$ cat src/hdl/edtrk_pkg.sv
package edtrk_pkg;

  localparam int CountWidth = 16;
  localparam int PosWidth   = 32;
  localparam int RegWidth   = 31;
  localparam int InWidth    = 24;
  localparam int OutWidth   = 40;

  typedef enum logic [1:0] {
    CFG_SET_DIR_THRESHOLD,
    CFG_INNER_BAND,
    CFG_KICK_BAND,
    CFG_RESOLUTION
  } cfg_idx_t;

  typedef struct packed {
    logic [RegWidth-1:0] set_dir_threshold;
    logic [RegWidth-1:0] inner_band;
    logic [RegWidth-1:0] kick_band;
    logic [RegWidth-1:0] resolution;
  } cfg_t;

  typedef struct packed {
    logic                       moved;
    logic                       req_unspool;
    logic                       req_spool;
    logic signed [PosWidth-1:0] reported_position;
  } result_t;

endpackage

$ cat src/hdl/edtrk_cfg.sv
module edtrk_cfg
  import edtrk_pkg::*;
(
  input  logic                clk,
  input  logic                rst,
  input  logic                cfg_wr_en,
  input  logic [1:0]          cfg_addr,
  input  logic [RegWidth-1:0] cfg_wdata,
  output cfg_t                cfg
);

  always_ff @(posedge clk) begin
    if (rst) begin
      cfg <= '0;
    end else if (cfg_wr_en) begin
      case (cfg_idx_t'(cfg_addr))
        CFG_SET_DIR_THRESHOLD: cfg.set_dir_threshold <= cfg_wdata;
        CFG_INNER_BAND:        cfg.inner_band        <= cfg_wdata;
        CFG_KICK_BAND:         cfg.kick_band         <= cfg_wdata;
        CFG_RESOLUTION:        cfg.resolution        <= cfg_wdata;
        default: ;
      endcase
    end
  end

endmodule

$ cat src/hdl/edtrk_step.sv
module edtrk_step
  import edtrk_pkg::*;
(
  input  cfg_t                         cfg,
  input  logic signed [PosWidth-1:0]   stored_position,
  input  logic signed [PosWidth-1:0]   last_reported,
  input  logic signed [CountWidth-1:0] count_change,
  input  logic                         dir_flag,
  output result_t                      res,
  output logic signed [PosWidth-1:0]   stored_next,
  output logic signed [PosWidth-1:0]   last_next
);

  localparam int W = PosWidth + 2;
  localparam logic signed [W-1:0] SatMax = W'({1'b0, {(PosWidth-1){1'b1}}});
  localparam logic signed [W-1:0] SatMin = -SatMax - W'(1);

  logic signed [W-1:0]        raw;
  logic signed [PosWidth-1:0] sat;
  logic signed [W-1:0]        s, old, thr, inner, kick, reso, mag;
  logic signed [W-1:0]        neg_inner, neg_kick;
  logic                       moved, win_un, win_sp;
  logic signed [PosWidth-1:0] snap;

  always_comb begin
    raw = W'(count_change) + W'(stored_position);
    if (raw > SatMax) sat = SatMax[PosWidth-1:0];
    else if (raw < SatMin) sat = SatMin[PosWidth-1:0];
    else sat = raw[PosWidth-1:0];

    s         = W'(sat);
    old       = W'(last_reported);
    thr       = W'(cfg.set_dir_threshold);
    inner     = W'(cfg.inner_band);
    kick      = W'(cfg.kick_band);
    reso      = W'(cfg.resolution);
    neg_inner = -inner;
    neg_kick  = -kick;
    mag       = (s < 0) ? -s : s;

    moved  = (s != old);
    win_un = (s < -thr) && (s > -inner);
    win_sp = (s > thr) && (s < inner);

    snap = sat;
    if (s < old) begin
      if (s < kick && s > 0 && s > inner) snap = inner[PosWidth-1:0];
      if (s < -inner && s > -kick) snap = neg_kick[PosWidth-1:0];
    end else begin
      if (s > inner && s < kick) snap = kick[PosWidth-1:0];
      if (s > -kick && s < 0 && s < -inner) snap = neg_inner[PosWidth-1:0];
    end

    res.reported_position = sat;
    res.req_spool         = 1'b0;
    res.req_unspool       = 1'b0;
    res.moved             = moved;
    stored_next           = sat;
    last_next             = last_reported;

    if (moved) begin
      res.req_unspool = win_un && dir_flag;
      res.req_spool   = !win_un && win_sp && !dir_flag;
      stored_next     = snap;
      if (mag > reso) begin
        res.reported_position = (s < 0) ? PosWidth'(-reso) : PosWidth'(reso);
        stored_next           = res.reported_position;
      end
      last_next = res.reported_position;
    end
  end

endmodule

$ cat src/hdl/encoder_deadband_direction_tracker_unit.sv
// Encoder deadband direction tracker.
// Input stream (s_*): one word per poll, count change and direction flag.
// Output stream (m_*): one word per poll, the reported position with the
// spool/unspool requests and the moved flag.
// cfg_wr_en/cfg_addr/cfg_wdata write the four limit registers; write only
// while no word is in flight.
// A word accepted by the input handshake is registered in the input
// register, then processed into the output register once that register is
// empty or being read, and offered on m_tvalid from then on.
// Throughput: one word per cycle while m_tready stays high; the position
// accumulator and last reported value update as a word moves into the
// output register, so consecutive words see each other's state.
// Reset clears the limits, the position, the last reported value and both
// valid flags.
// When the receiver stalls, the output word holds; the input register takes
// one more word, then s_tready drops until m_tready returns.
module encoder_deadband_direction_tracker_unit
  import edtrk_pkg::*;
(
  input  logic                clk,
  input  logic                rst,
  input  logic                s_tvalid,
  output logic                s_tready,
  input  logic [InWidth-1:0]  s_tdata,   // count_change[15:0], dir_flag[16]
  output logic                m_tvalid,
  input  logic                m_tready,
  output logic [OutWidth-1:0] m_tdata,   // reported_position[31:0], req_spool[32],
                                         // req_unspool[33], moved[34]
  input  logic                cfg_wr_en,
  input  logic [1:0]          cfg_addr,
  input  logic [RegWidth-1:0] cfg_wdata
);

  cfg_t                         cfg;
  logic                         in_valid;
  logic signed [CountWidth-1:0] in_count;
  logic                         in_dir;
  logic signed [PosWidth-1:0]   stored_position, last_reported;
  logic signed [PosWidth-1:0]   stored_next, last_next;
  result_t                      res_next, res;
  logic                         adv;

  edtrk_cfg u_cfg (
    .clk       (clk),
    .rst       (rst),
    .cfg_wr_en (cfg_wr_en),
    .cfg_addr  (cfg_addr),
    .cfg_wdata (cfg_wdata),
    .cfg       (cfg)
  );

  edtrk_step u_step (
    .cfg             (cfg),
    .stored_position (stored_position),
    .last_reported   (last_reported),
    .count_change    (in_count),
    .dir_flag        (in_dir),
    .res             (res_next),
    .stored_next     (stored_next),
    .last_next       (last_next)
  );

  assign adv      = in_valid && (!m_tvalid || m_tready);
  assign s_tready = !in_valid || adv;
  assign m_tdata  = OutWidth'(res);

  always_ff @(posedge clk) begin
    if (rst) begin
      in_valid        <= 1'b0;
      m_tvalid        <= 1'b0;
      stored_position <= '0;
      last_reported   <= '0;
    end else begin
      if (s_tready) in_valid <= s_tvalid;
      if (adv) begin
        m_tvalid        <= 1'b1;
        stored_position <= stored_next;
        last_reported   <= last_next;
      end else if (m_tready) begin
        m_tvalid <= 1'b0;
      end
    end
  end

  always_ff @(posedge clk) begin
    if (s_tready && s_tvalid) begin
      in_count <= s_tdata[CountWidth-1:0];
      in_dir   <= s_tdata[CountWidth];
    end
    if (adv) res <= res_next;
  end

`ifndef SYNTHESIS
  a_stall_cause: assert property (@(posedge clk) disable iff (rst)
    !s_tready |-> (in_valid && m_tvalid && !m_tready))
    else $error("input stalled without a blocked output");
  a_req_excl: assert property (@(posedge clk) disable iff (rst)
    m_tvalid |-> !(res.req_spool && res.req_unspool))
    else $error("spool and unspool requested together");
  a_req_moved: assert property (@(posedge clk) disable iff (rst)
    (m_tvalid && !res.moved) |-> (!res.req_spool && !res.req_unspool))
    else $error("direction request without movement");
  a_reset_empty: assert property (@(posedge clk)
    rst |=> (!m_tvalid && !in_valid))
    else $error("pipeline not empty after reset");
`endif

endmodule
$ cat config.mk
export PLATFORM = sky130hd
export DESIGN_NAME = encoder_deadband_direction_tracker_unit
export DESIGN_NICKNAME = d
export VERILOG_FILES = /design/src/hdl/edtrk_pkg.sv /design/src/hdl/edtrk_cfg.sv /design/src/hdl/edtrk_step.sv /design/src/hdl/encoder_deadband_direction_tracker_unit.sv
export SDC_FILE = /design/constraint.sdc
export NUM_CORES = 1
export LEC_CHECK = 0
export ABC_AREA = 1
export CAP_MARGIN = 20
export CORE_UTILIZATION = 50
export CTS_BUF_LIST = sky130_fd_sc_hd__clkbuf_2 sky130_fd_sc_hd__clkbuf_4 sky130_fd_sc_hd__clkbuf_8
export DETAILED_ROUTE_END_ITERATION = 10
export DONT_BUFFER_PORTS = 1
export PLACE_DENSITY_LB_ADDON = 0.08
export SYNTH_ARGS = -nofsm -noshare
export SYNTH_HDL_FRONTEND = slang
export SYNTH_SLANG_ARGS = --single-unit
$ cat constraint.sdc
create_clock -name clk -period 14.3 [get_ports clk]
set_input_delay 3.575 -clock clk [delete_from_list [all_inputs] [get_ports clk]]
set_output_delay 3.575 -clock clk [all_outputs]
set_load 0.01 [all_outputs]
Word level (Yosys, flattened, before mapping):

Cells that the tools add are included.

* bits in registers: 242
* input port bits: 62

* $add $sub $neg: 6
* magnitude comparators: 14
* eq/ne operators: 4
* mux-type cells: 15
* reductions and logical operators: 26

Operator list (number)
* 32-bit 2-to-1 mux: 12
* 31-bit negator with 34-bit output: 3
* 32-bit less-than comparator: 3
* 32-bit by 34-bit greater-than comparator with 1-bit output: 2
* 32-bit by 34-bit less-than comparator with 1-bit output: 2
* 32-bit greater-than comparator: 2
* 34-bit by 32-bit greater-than comparator with 1-bit output: 1
* 34-bit by 32-bit greater-than comparator with 1-bit output (second input constant): 1
* 34-bit by 32-bit less-than comparator with 1-bit output (second input constant): 1
* 34-bit 2-to-1 mux: 1
* 32-bit negator with 34-bit output: 1
* 16-bit by 32-bit adder with 33-bit output: 1
* 32-bit by 1-bit greater-than comparator with 1-bit output (second input constant): 1
* 32-bit by 1-bit less-than comparator with 1-bit output (second input constant): 1
* 32-bit inequality test: 1
* 31-bit negator with 32-bit output: 1
* 1-bit logical AND: 13
* 2-bit AND reduction: 5
* 2-bit equality test (second input constant): 2
* 1-bit logical NOT: 4
* 2-bit by 1-bit equality test with 1-bit output (second input constant): 1
* 2-bit logical NOT: 1
* 1-bit logical OR: 2
* 1-bit 2-to-1 mux: 2
* 2-bit nonzero test: 1

Longest topological paths before layout:

* depth in word-level cells: 12
* mapped depth: 45
* mapped depth without buffers: 45

By module:

Synthesis repeated with hierarchy kept, for this count alone.

* cell total of the unflattened synthesis: 3905
* area, all modules: 24402.2 sq um

By module, submodules not included
* edtrk_step: times used 1, cells each 2621, area each 14726.6 sq um
* edtrk_cfg: times used 1, cells each 795, area each 5121.2 sq um
* encoder_deadband_direction_tracker_unit: times used 1, cells each 489, area each 4554.4 sq um

Least setup slack after synthesis:

Ideal clock, no wire load.

* path type: input port to output port
* start point: input m_tready
* end point: output s_tready
* arrival: 3759 ps
* data required time: 10725 ps
* slack: 6966 ps
* stages on the path: 2
* buffers on the path: 0
* cell sequence: inv_1 -> nand3_1

* longest elaborated chain between the ends: 3

Ends and longest elaborated chain
* start, declared: line encoder_deadband_direction_tracker_unit.sv:26 `input logic m_tready,`
* 1-bit logical OR: line encoder_deadband_direction_tracker_unit.sv:63 `assign adv = in_valid && (!m_tvalid || m_tready);`
* 1-bit logical AND: line encoder_deadband_direction_tracker_unit.sv:63
* 1-bit logical OR: line encoder_deadband_direction_tracker_unit.sv:64 `assign s_tready = !in_valid || adv;`
* end, declared: line encoder_deadband_direction_tracker_unit.sv:23 `output logic s_tready,`

Every way passes these cells.

Final worst setup path:

* start point: register in_count[15]
* end point: register stored_position[23]

* longest elaborated chain between the ends: 12
* elaborated cells between the ends (all ways): 30
* those cells by class: 2 x add/sub; 10 x order compare; 1 x eq/ne; 11 x mux; 6 x reduce/logical

Ends and longest elaborated chain
* start, declared: line encoder_deadband_direction_tracker_unit.sv:36 `logic signed [CountWidth-1:0] in_count;`
* start signal, assigned: line encoder_deadband_direction_tracker_unit.sv:87 `in_count <= s_tdata[CountWidth-1:0];`
* 16-bit by 32-bit adder with 33-bit output *: line edtrk_step.sv:26 `raw = W'(count_change) + W'(stored_position);`
* 34-bit by 32-bit less-than comparator with 1-bit output: line edtrk_step.sv:28 `else if (raw < SatMin) sat = SatMin[PosWidth-1:0];`
* 32-bit 2-to-1 mux: line edtrk_step.sv:28
* 32-bit 2-to-1 mux *: line edtrk_step.sv:27 `if (raw > SatMax) sat = SatMax[PosWidth-1:0];`
* parallel branches: the longest is 7 deep, another holds 32-bit negator with 34-bit output
* 32-bit 2-to-1 mux *: line edtrk_step.sv:61 `if (moved) begin`
* end signal, assigned: line encoder_deadband_direction_tracker_unit.sv:77 `stored_position <= stored_next;`
* end, declared: line encoder_deadband_direction_tracker_unit.sv:38 `logic signed [PosWidth-1:0] stored_position, last_reported;`

Mark *: on every way between the ends.
A chain may end at the register's enable or synchronous reset.

==> impl_metrics.py <==
metrics = {
    "outcome": {
        "outcome": "finished clean",
    },
    "synth": {
        "syn_inst": 3311,
        "synth_edf_count": 52,
        "synth.ff_latch_count": 242,
        "async_flop_share_pct": 0,
        "synth_flop_cell": "dfxtp_1",
        "synth.distinct_cells": 66,
        "syn_area_um2": 22820,
        "yosysWarnings": 0,
        "seq_area_frac_synth_pct": 23.51,
        "avgSynthCellArea_um2": 6.892,
    },
    "route": {
        "dr.pass1.iters": 6,
        "remaining_drc_errors": 0,
        "postRouteWirelength_um": 82460,
        "routed_via_density": 5.810,
        "routedWlPerCell_um": 21.22,
        "dr.first_iter.drc_count": 2078,
        "dr_total_vias": 22580,
        "detail-route-antenna-nets": 0,
    },
    "pwr": {
        "powerDensity_nw_per_um2": 223.7,
        "combPwrFrac_pct": 69.4,
        "sequentialPowerShare_pct": 16.9,
        "p_total_mw": 5.346,
        "cellLeakagePower_nw": 11.36,
        "switching_share_pct": 56.09,
        "p_int_mw": 2.348,
        "p_sw_mw": 2.998,
        "irDropWorstVdd_mv": 0.1239,
        "p_clk_share_pct": 13.6,
    },
    "clocking": {
        "clock_path_buffers": 3,
        "cts_tree": "yes",
        "path_clk_slew_ps": 70,
        "cts.sinks": 242,
        "cts-htree-levels": 2,
        "cts_buffers": 47,
        "clock-root-buffer": "clkbuf_8",
        "postCtsResizedCells": 0,
        "clkLatencyLatePin_ps": 690,
        "holdBufCountCts": 0,
        "post_cts_buffers": 0,
    },
    "sta": {
        "fin_crit_ps": 8617,
        "fin_crit_sh_pct": 60.26,
        "tns_ps": 0,
        "max-slew-margin-rel_pct": 24.24,
        "skew_ps": 37.98,
        "worstMarginPinSlew_ps": 1136,
        "rsz0062_at_grt": "false",
        "hold_ws_ps": 508.7,
        "timing.fmax_mhz": 116.0,
        "setup_viol": 0,
        "drv_slew": 0,
        "finalHoldViolCount": 0,
        "worst_slack_ps": 5683,
    },
    "die": {
        "start_util_pct": 51.16,
        "ios": 104,
        "fp.coreArea_um2": 44610,
        "fp-row-count": 77,
        "die_h_um": 215.6,
        "fp.dieW_um": 215.6,
        "die-area_um2": 46500,
    },
    "global_route": {
        "grt_pass1_wl_um": 125700,
        "grt_max_degree": 95,
        "antenna_found_initial": 6,
        "grt_usage_pct": 35.32,
        "gr-total-overflow": 0,
        "grt_pass1_vias": 21170,
    },
    "setup_path": {
        "cpPeakStageDelay_ps": 830,
        "start_kind": "register",
        "critical_path.slowest_cell": "edfxtp_1",
        "crit_path_max_fanout": 65,
        "crit_required_ps": 14840,
        "worstSetupPathType": "reg -> reg",
        "reg2reg_depth": 39,
        "crit_buf_inv": 6,
        "crit_path_frequent_cell": "nand2_1",
        "path_depth": 39,
        "arrival_ps": 9150,
        "path_delay_family": "simple AND/OR/NAND/NOR gates",
        "cp-end-kind": "register",
    },
    "placed_design": {
        "place_area_um2": 22920,
        "gp_congestion": 0.9532,
        "place_hpwl_um": 63040,
        "place_ws_ps": 5936,
        "io_buffers": 0,
    },
    "layout": {
        "layout_common_cells": "nand2_1 (617), inv_1 (398), a21oi_1 (355)",
        "final_common_cell": "nand2_1",
        "areaGrowthSynthToFinish_pct": 4.732,
        "nFillCells": 4522,
        "nNetsFinal": 3598,
        "final_area_um2": 23900,
        "layout-drive-gt1-share_pct": 6.409,
    },
    "min_path": {
        "hp-class": "reg -> reg",
        "hold_depth": 2,
    },
    "job": {
        "drv_cap": 0,
    },
}
==> layout make-up <==
cell class	instances	area, um^2	area share, %
repair buffers	23	205.2	0.8586
diodes	2	5.005	0.02094
clock inverters	26	156.4	0.6544
well taps	592	740.7	3.099
inverters	423	1595	6.675
clock buffers	61	770.7	3.225
flip-flops and latches	242	5365	22.45
multi-input cells	2517	15060	63.02
==> synth_stat cells (4+ instances only) <==
cell / instances / share of area [%]
clkbuf_8: 7 / 0.42
nand3_1: 230 / 5.0
xor2_1: 141 / 5.4
buf_12: 4 / 0.35
ha_1: 281 / 15
nor2_2: 8 / 0.22
a21oi_2: 4 / 0.15
inv_2: 19 / 0.31
nor2_4: 6 / 0.30
a31oi_1: 10 / 0.27
nand3b_1: 15 / 0.49
nand3_2: 5 / 0.22
inv_1: 400 / 6.6
xnor2_1: 18 / 0.69
o21a_1: 8 / 0.26
o21ai_1: 86 / 1.9
o21ai_0: 249 / 5.5
o21ai_2: 13 / 0.50
a21o_1: 7 / 0.23
clkbuf_1: 65 / 1.1
or2_2: 5 / 0.14
edfxtp_1: 52 / 6.8
a211oi_1: 19 / 0.63
nor4_1: 22 / 0.60
nand4_1: 62 / 1.7
nand2_1: 620 / 10
dfxtp_1: 190 / 17
nand2_2: 16 / 0.44
buf_4: 10 / 0.33
buf_1: 7 / 0.12
nand2_4: 4 / 0.20
o221ai_1: 7 / 0.27
a221oi_1: 5 / 0.19
nor2_1: 210 / 3.5
o21bai_1: 10 / 0.33
buf_2: 24 / 0.53
buf_6: 13 / 0.64
nor3_2: 6 / 0.26
o211ai_1: 8 / 0.26
nor3_1: 45 / 0.99
a21oi_1: 355 / 7.8
o31ai_1: 4 / 0.13
==> worst paths after layout <==
path | startpoint | end | slack [ps]
setup / recovery | in_count[15]$_DFFE_PP_ | stored_position[23]$_SDFFE_PP0P_ | 5680
hold / removal | u_cfg.cfg[113]$_SDFFE_PP0P_ | u_cfg.cfg[113]$_SDFFE_PP0P_ | 510
setup reg to reg | in_count[15]$_DFFE_PP_ | stored_position[23]$_SDFFE_PP0P_ | 5680
hold reg to reg | u_cfg.cfg[113]$_SDFFE_PP0P_ | u_cfg.cfg[113]$_SDFFE_PP0P_ | 510
==> layer usage <==
metal | wire length [um] | vias up | GRT usage, %
met1 | 35570 | 10430 | 45.65
met3 | 6150 | 238 | 6.723
met4 | 4108 | 6 | 16.74
met5 | 26 | - | 0
met2 | 36600 | 799 | 56.50
li1 | - | 11110 | -
==> power groups by stage <==
| stage | clock network [mW] | registers [mW] | logic, mW |
|---|---|---|---|
| floorplan | 0 | 0.886 | 2.71 |
| global placement | 0 | 0.915 | 3.55 |
| detailed placement | 0 | 0.915 | 3.63 |
| CTS | 0.737 | 0.902 | 3.65 |
| global route | 0.761 | 0.911 | 4.14 |
| finish | 0.730 | 0.904 | 3.71 |
==> state kept, by name, summed over array words and instances, names as in the netlist <==
name,count
m_tvalid,1
m_tdata,35
last_reported,32
in_valid,1
stored_position,32
in_dir,1
u_cfg.cfg,124
in_count,16
==> metrics by stage <==
stage          instances  utilization (%)
6_report            3886            53.58
4_1_cts             3882            53.46
2_1_floorplan       3315                -
5_1_grt             3885            53.57
3_5_place_dp        3795            51.38
3_3_place_gp        3795            51.38
==> worst reg2reg max path, delay by kind of cell (launching register included) <==
family	cells	cell delay, ps
and+or+nand+nor	23	3710
DFF	1	830
buffers and inverters	6	1420
AOI/OAI and AO/OA	7	1660
adders and majority gates	2	720
xor gates and xnor gates	1	160
==> cells by family after synthesis <==
kind of cell               synth area share [%]
buffers and inverters                     10.64
adders and majority gates                 15.49
other                                   0.01643
AOI/OAI and AO/OA                         18.97
xor gates and xnor gates                  6.102
DFF                                       23.51
and+or+nand+nor                           25.27
No activity file was read; power rests on OpenSTA's default activity.
